`src/hdl/qct_pkg.sv`:
```
// shared types and character codes for the quoted command tokenizer
`timescale 1ns / 1ps

package qct_pkg;

  localparam int ByteW = 8;
  localparam int OutDataW = 16;

  localparam logic [ByteW-1:0] CH_NL    = 8'h0A;
  localparam logic [ByteW-1:0] CH_QUOTE = 8'h22;
  localparam logic [ByteW-1:0] CH_BSL   = 8'h5C;
  localparam logic [ByteW-1:0] CH_SP    = 8'h20;
  localparam logic [ByteW-1:0] CH_N     = 8'h6E;

  typedef enum logic [5:0] {
    ST_BEGIN        = 6'b000001,
    ST_QUOTED       = 6'b000010,
    ST_UNQUOTED     = 6'b000100,
    ST_UNQUOTED_ESC = 6'b001000,
    ST_QUOTED_ESC   = 6'b010000,
    ST_ERROR        = 6'b100000
  } parse_state_t;

  typedef struct packed {
    logic             byte_valid;
    logic [ByteW-1:0] token_byte;
    logic             token_end;
    logic             command_end;
    logic             command_error;
  } result_t;

endpackage

```
`src/hdl/qct_in_stage.sv`:
```
// input register for one character beat
`timescale 1ns / 1ps

module qct_in_stage (
  input  logic                     clk,
  input  logic                     rst,
  input  logic                     s_tvalid,
  output logic                     s_tready,
  input  logic [qct_pkg::ByteW-1:0] s_byte,
  input  logic                     take,
  output logic                     hold_valid,
  output logic [qct_pkg::ByteW-1:0] hold_byte
);

  // slot frees up in the same cycle the parser takes the held byte
  assign s_tready = !hold_valid || take;

  always_ff @(posedge clk) begin
    if (rst) begin
      hold_valid <= 1'b0;
    end else if (s_tvalid && s_tready) begin
      hold_valid <= 1'b1;
    end else if (take) begin
      hold_valid <= 1'b0;
    end
  end

  always_ff @(posedge clk) begin
    if (s_tvalid && s_tready) begin
      hold_byte <= s_byte;
    end
  end

endmodule

```
`src/hdl/qct_parser.sv`:
```
// parse state machine deciding one character per cycle while the result register can take a beat
`timescale 1ns / 1ps

module qct_parser (
  input  logic                      clk,
  input  logic                      rst,
  input  logic                      hold_valid,
  input  logic [qct_pkg::ByteW-1:0] hold_byte,
  input  logic                      out_free,
  output logic                      take,
  output logic                      res_valid,
  output qct_pkg::result_t          res
);

  qct_pkg::parse_state_t state;
  qct_pkg::parse_state_t state_next;

  qct_pkg::parse_state_t unq_state;
  logic                  unq_emit;
  qct_pkg::result_t      unq_res;

  logic                      esc_ok;
  logic [qct_pkg::ByteW-1:0] esc_byte;
  logic                      emit;

  assign take = hold_valid && out_free;
  assign res_valid = take && emit;

  // byte inside, or starting, an unquoted token
  always_comb begin
    unq_res = '0;
    unq_emit = 1'b1;
    unq_state = qct_pkg::ST_UNQUOTED;
    if (hold_byte == qct_pkg::CH_SP) begin
      unq_state = qct_pkg::ST_BEGIN;
      unq_res.token_end = 1'b1;
    end else if (hold_byte == qct_pkg::CH_NL) begin
      unq_state = qct_pkg::ST_BEGIN;
      unq_res.token_end = 1'b1;
      unq_res.command_end = 1'b1;
    end else if (hold_byte == qct_pkg::CH_BSL) begin
      unq_state = qct_pkg::ST_UNQUOTED_ESC;
      unq_emit = 1'b0;
    end else begin
      unq_res.byte_valid = 1'b1;
      unq_res.token_byte = hold_byte;
    end
  end

  // escape decoding: n, space, backslash
  always_comb begin
    esc_ok = (hold_byte == qct_pkg::CH_N) || (hold_byte == qct_pkg::CH_SP) ||
             (hold_byte == qct_pkg::CH_BSL);
    esc_byte = (hold_byte == qct_pkg::CH_N) ? qct_pkg::CH_NL : hold_byte;
  end

  always_comb begin
    state_next = state;
    emit = 1'b0;
    res = '0;
    case (state)
      qct_pkg::ST_QUOTED: begin
        if (hold_byte == qct_pkg::CH_QUOTE) begin
          state_next = qct_pkg::ST_BEGIN;
          emit = 1'b1;
          res.token_end = 1'b1;
        end else if (hold_byte == qct_pkg::CH_BSL) begin
          state_next = qct_pkg::ST_QUOTED_ESC;
        end else if (hold_byte == qct_pkg::CH_NL) begin
          state_next = qct_pkg::ST_BEGIN;
          emit = 1'b1;
          res.command_end = 1'b1;
          res.command_error = 1'b1;
        end else begin
          emit = 1'b1;
          res.byte_valid = 1'b1;
          res.token_byte = hold_byte;
        end
      end
      qct_pkg::ST_UNQUOTED: begin
        state_next = unq_state;
        emit = unq_emit;
        res = unq_res;
      end
      qct_pkg::ST_UNQUOTED_ESC, qct_pkg::ST_QUOTED_ESC: begin
        if (esc_ok) begin
          state_next = (state == qct_pkg::ST_QUOTED_ESC) ? qct_pkg::ST_QUOTED
                                                          : qct_pkg::ST_UNQUOTED;
          emit = 1'b1;
          res.byte_valid = 1'b1;
          res.token_byte = esc_byte;
        end else begin
          state_next = qct_pkg::ST_ERROR;
        end
      end
      qct_pkg::ST_ERROR: begin
        if (hold_byte == qct_pkg::CH_NL) begin
          state_next = qct_pkg::ST_BEGIN;
          emit = 1'b1;
          res.command_end = 1'b1;
          res.command_error = 1'b1;
        end
      end
      default: begin
        // between tokens
        if (hold_byte == qct_pkg::CH_SP) begin
          state_next = qct_pkg::ST_BEGIN;
        end else if (hold_byte == qct_pkg::CH_NL) begin
          state_next = qct_pkg::ST_BEGIN;
          emit = 1'b1;
          res.command_end = 1'b1;
        end else if (hold_byte == qct_pkg::CH_QUOTE) begin
          state_next = qct_pkg::ST_QUOTED;
        end else begin
          state_next = unq_state;
          emit = unq_emit;
          res = unq_res;
        end
      end
    endcase
  end

  always_ff @(posedge clk) begin
    if (rst) begin
      state <= qct_pkg::ST_BEGIN;
    end else if (take) begin
      state <= state_next;
    end
  end

  // error flag only rides on a line end
  a_err_with_end: assert property (@(posedge clk) disable iff (rst)
    res_valid && res.command_error |-> res.command_end)
    else $error("command_error without command_end");

  // a token byte never closes the token in the same beat
  a_byte_not_end: assert property (@(posedge clk) disable iff (rst)
    res_valid && res.byte_valid |-> !res.token_end && !res.command_end)
    else $error("token byte combined with end flag");

  // unescaped newline always returns to between tokens
  a_nl_to_begin: assert property (@(posedge clk) disable iff (rst)
    take && hold_byte == qct_pkg::CH_NL && state != qct_pkg::ST_UNQUOTED_ESC &&
    state != qct_pkg::ST_QUOTED_ESC |=> state == qct_pkg::ST_BEGIN)
    else $error("newline did not end the line");

  // no result without a taken input
  a_no_spurious: assert property (@(posedge clk) disable iff (rst)
    !take |-> !res_valid)
    else $error("result without input");

endmodule

```
`src/hdl/qct_out_stage.sv`:
```
// result register toward the master side
`timescale 1ns / 1ps

module qct_out_stage (
  input  logic             clk,
  input  logic             rst,
  input  logic             res_valid,
  input  qct_pkg::result_t res,
  output logic             out_free,
  output logic             m_tvalid,
  input  logic             m_tready,
  output qct_pkg::result_t m_res
);

  assign out_free = !m_tvalid || m_tready;

  always_ff @(posedge clk) begin
    if (rst) begin
      m_tvalid <= 1'b0;
    end else if (res_valid) begin
      m_tvalid <= 1'b1;
    end else if (m_tready) begin
      m_tvalid <= 1'b0;
    end
  end

  always_ff @(posedge clk) begin
    if (res_valid) begin
      m_res <= res;
    end
  end

endmodule

```
`src/hdl/quoted_command_tokenizer_top.sv`:
```
// Shell-style command line tokenizer: takes one character per beat on the
// slave side and streams decoded token characters with end markers on the
// master side. Tokens are split on spaces and may be double-quoted; a
// backslash escape accepts n (newline), space or backslash. A bad escape or
// a newline inside quotes marks the line in error until its newline, which
// then comes out with tlast and tuser high; the consumer drops that line.
// Throughput is one character per clock cycle while the master side keeps up,
// set by the parse state machine between the input register and the result
// register. An accepted character is held in the input register and its result
// in the result register; while the result register waits on tready the input holds off.
// Characters that make no result (separator spaces, opening quotes, backslashes,
// skipped bytes of a bad line) produce no master beat at all.
`timescale 1ns / 1ps

module quoted_command_tokenizer_top (
  input  logic                         clk,
  input  logic                         rst,
  // slave side, tdata: in_byte [7:0]
  input  logic                         s_tvalid,
  output logic                         s_tready,
  input  logic [qct_pkg::ByteW-1:0]    s_tdata,
  // master side, tdata: byte_valid [0], token_byte [8:1], token_end [9],
  // zero fill [15:10]
  output logic                         m_tvalid,
  input  logic                         m_tready,
  output logic [qct_pkg::OutDataW-1:0] m_tdata,
  // command_end
  output logic                         m_tlast,
  // command_error
  output logic                         m_tuser
);

  // held character between input register and parser
  logic                      hold_valid;
  logic [qct_pkg::ByteW-1:0] hold_byte;

  // handshake between parser and result register
  logic             take;
  logic             out_free;
  logic             res_valid;
  qct_pkg::result_t res;
  qct_pkg::result_t m_res;

  qct_in_stage u_in (
    .clk        (clk),
    .rst        (rst),
    .s_tvalid   (s_tvalid),
    .s_tready   (s_tready),
    .s_byte     (s_tdata),
    .take       (take),
    .hold_valid (hold_valid),
    .hold_byte  (hold_byte)
  );

  // decides the held character when the result register can take a beat
  qct_parser u_parser (
    .clk        (clk),
    .rst        (rst),
    .hold_valid (hold_valid),
    .hold_byte  (hold_byte),
    .out_free   (out_free),
    .take       (take),
    .res_valid  (res_valid),
    .res        (res)
  );

  qct_out_stage u_out (
    .clk       (clk),
    .rst       (rst),
    .res_valid (res_valid),
    .res       (res),
    .out_free  (out_free),
    .m_tvalid  (m_tvalid),
    .m_tready  (m_tready),
    .m_res     (m_res)
  );

  // pack result fields, lowest bit first, zero filled to whole bytes
  assign m_tdata = {{(qct_pkg::OutDataW - qct_pkg::ByteW - 2){1'b0}},
                    m_res.token_end, m_res.token_byte, m_res.byte_valid};
  assign m_tlast = m_res.command_end;
  assign m_tuser = m_res.command_error;

endmodule

```
`config.mk`:
```
export PLATFORM = sky130hd
export DESIGN_NAME = quoted_command_tokenizer_top
export DESIGN_NICKNAME = d
export VERILOG_FILES = /design/src/hdl/qct_pkg.sv /design/src/hdl/qct_in_stage.sv /design/src/hdl/qct_parser.sv /design/src/hdl/qct_out_stage.sv /design/src/hdl/quoted_command_tokenizer_top.sv
export SDC_FILE = /design/constraint.sdc
export NUM_CORES = 1
export LEC_CHECK = 0
export ABC_CLOCK_PERIOD_IN_PS = 4380
export BUFFER_PORTS_ARGS = -buffer_cell sky130_fd_sc_hd__clkbuf_2
export CAP_MARGIN = 10
export CORE_UTILIZATION = 49
export DETAILED_ROUTE_END_ITERATION = 8
export PLACE_DENSITY_LB_ADDON = 0.2
export SLEW_MARGIN = 20
export SYNTH_ARGS = -nofsm -noshare
export SYNTH_HDL_FRONTEND = slang
export SYNTH_HIERARCHICAL = 1
export SYNTH_SLANG_ARGS = --single-unit
```
`constraint.sdc`:
```
create_clock -name clk -period 4.38 [get_ports clk]
set_clock_uncertainty 0.1 [all_clocks]
set_input_delay 0.876 -clock clk [delete_from_list [all_inputs] [get_ports clk]]
set_output_delay 0.876 -clock clk [all_outputs]
set_load 0.01 [all_outputs]
```
==> flow_summary.ini <==
[outcome]
status = completed

[synth]
synth_edf_count = 20
yosys.area_share.simple = 0.263
synth_cells = 156
synth_cell_type_count = 51
synth-seq-cells = 28
synth_mux_area_frac = 0
synth_xor_area_frac = 0.00551
yosys.area_share.adder = 0
syn_area_um2 = 1590
synthArstFlopShare = 0
synthTopCellsByArea = edfxtp_1 38%, dfxtp_1 10%, nor2_1 3.8%, a21oi_1 3.5%, nand2_1 3.3%
synth_seq_area_share = 0.479
yosys.area.top_type = edfxtp_1
synth_top_cell_area_share = 0.378
avgSynthCellArea_um2 = 10.2
synth_compound_area_frac = 0.199
yosysWarnings = 6
synth_ff_type = edfxtp_1
synth_top_family_by_area = simple AND/OR/NAND/NOR gates

[place]
dp.cells = 220
place_area_um2 = 1720
dp_slack_ps = 1550
io_buffers = 25
routabilityCongestion = 0.912
dp_hpwl_um = 2510

[pwr]
pwr-share-clk = 0.209
power_density_nw_per_um2 = 287
swShare = 0.264
p_sw_uw = 132
leakage_nw = 0.643
p_comb_frac = 0.152
internal_power_uw = 369
sequentialPowerShare = 0.639
fin_total_pwr_uw = 501
vdd_drop_max_mv = 0.157

[global_routing]
grt_usage = 0.211
grt_pass1_vias = 1155
grt_overflow = 0
grt_start_max_net_pins = 16
antenna_found_initial = 0
grt_pass1_wl_um = 5370

[worst_setup_path]
crit_end = u_out/m_res[9]$_DFFE_PP_
start_kind = flop
cp-end-kind = flop
reg2reg_depth = 5
worst_ep_arrival_time_ps = 2740
r2r-start = u_in/hold_byte[1]$_DFFE_PP_
critical_path.startpoint = u_in/hold_byte[1]$_DFFE_PP_
regToRegSetupSlack_ps = 1510
reg2reg_to = u_out/m_res[9]$_DFFE_PP_
cp_max_fo = 15
critPathKind = reg -> reg
cp.required_ps = 4250

[sta]
fin_hold_ws_ps = 413
max-slew-margin-rel = 0.594
clock.fmax_mhz = 349
rsz0062_at_grt = false
tns_ps = 0
setup_viol = 0
finalMaxSlewViolations = 0
worst_pin_slew_ps = 605
hold_viol = 0
period_needed_ps = 2870
setup_ws_ps = 1510
fin_crit_sh = 0.655

[clocking]
cts.sinks = 28
ctsResizeCount = 0
cts_hold_buf = 0
root_buffer = clkbuf_4
htreeDepth = 1
path_clk_slew_ps = 140
clockBufferDepth = 2
cts_setup_buffers = 0
clk_latency_ps = 320
cts_buffers = 3
cts_tree = yes

[finish]
layout-drive-gt1-share = 0.217
fin_util = 0.571
antenna_cells = 0
fin_nets = 193
fin_cells = 224
finalInstanceArea_um2 = 1740
syn_to_final_growth_pct = 9.76

[floorplan]
start_util = 0.520
die-width_um = 58.9
core_area_um2 = 3050
pin_count = 32
die_h_um = 58.9
die_area_um2 = 3470
num_rows = 20

[drt]
finalWirelength_um = 3280
num_vias = 1337
drtPass1Iterations = 5
drc_errors = 0
postRouteAntennaNets = 0
vias_per_cell = 5.97
drt_iter0_drc = 62
wire_per_inst_um = 14.6

[flow_run]
cap_violations = 0

[worst_hold_path]
hp-class = reg -> reg
-- cells in the mapped netlist (3+ instances only) --
cell and n:
o31a_1 5, o21a_1 5, nor2_1 16, edfxtp_1 20, a21oi_1 11, o21ai_0 5, nand3_1 3, nand3b_1 4
nand2_1 14, nor2b_1 3, buf_4 6, dfxtp_1 8, nor3_1 6
-- worst max-delay path, stage by stage (launching register included) --
cell	delay, ps
edfxtp_1	620
nand4bb_1	330
nor4_2	410
a21oi_1	200
nor2_1	310
o31a_1	550
-- sequential cells by signal, indices dropped and copies added, names as in the netlist --
register	flops
u_parser/state	6
u_out/m_tvalid	1
u_out/m_res	12
u_in/hold_valid	1
u_in/hold_byte	8
-- cells in the final DEF (no fill, tap or decap), types with 4 or more instances in the layout --
| cell type | n |
|---|---|
| o31a_1 | 5 |
| dfxtp_1 | 8 |
| nand3b_1 | 4 |
| nand2_1 | 14 |
| nor3_1 | 6 |
| edfxtp_1 | 20 |
| nor2_1 | 16 |
| o21a_1 | 5 |
| clkbuf_2 | 25 |
| conb_1 | 6 |
| a21oi_1 | 11 |
| o21ai_0 | 5 |
-- area by class of cell --
cell class | count | area [um^2]
Clock inverter | 1 | 3.75
Sequential cell | 28 | 761
Clock buffer | 3 | 22.5
Tap cell | 44 | 55.1
Timing Repair Buffer | 25 | 125
Multi-Input combinational cell | 120 | 766
Inverter | 3 | 11.3
Fill cell | 285 | 1310
-- worst min path at each step --
stage                                           to  slack (ps)  cells past startpoint                      startpoint
floorplan           u_parser/state[3]$_SDFFE_PP0P_         360                      2  u_parser/state[3]$_SDFFE_PP0P_
global placement       u_out/m_tvalid$_SDFFE_PP0P_         390                      2     u_out/m_tvalid$_SDFFE_PP0P_
detailed placement     u_out/m_tvalid$_SDFFE_PP0P_         400                      2     u_out/m_tvalid$_SDFFE_PP0P_
CTS                    u_out/m_tvalid$_SDFFE_PP0P_         420                      2     u_out/m_tvalid$_SDFFE_PP0P_
global route           u_out/m_tvalid$_SDFFE_PP0P_         440                      2     u_out/m_tvalid$_SDFFE_PP0P_
finish                 u_out/m_tvalid$_SDFFE_PP0P_         410                      2     u_out/m_tvalid$_SDFFE_PP0P_
-- cells by family after synthesis --
family / Yosys count
AO/OA/AOI/OAI: 45
XOR/XNOR: 1
buffers and inverters: 13
flip-flops: 28
other: 1
AND/OR/NAND/NOR: 68
-- per-layer routing --
| metal | vias to the layer above | track usage | share of wire |
|---|---|---|---|
| met5 | - | 0 | 0 |
| met4 | 0 | 0.112 | 0.035 |
| met3 | 13 | 0.0220 | 0.097 |
| met2 | 88 | 0.341 | 0.46 |
| met1 | 609 | 0.280 | 0.41 |
| li1 | 627 | - | - |
-- power groups by stage --
| stage | Clock [mW] | Combinational, mW | Sequential, mW |
|---|---|---|---|
| global placement | 0 | 0.0752 | 0.325 |
| detailed placement | 0 | 0.0756 | 0.326 |
| floorplan | 0 | 0.0586 | 0.323 |
| global route | 0.115 | 0.0845 | 0.323 |
| finish | 0.105 | 0.0762 | 0.320 |
| CTS | 0.108 | 0.0760 | 0.320 |
(Power assumes the default switching activity.)
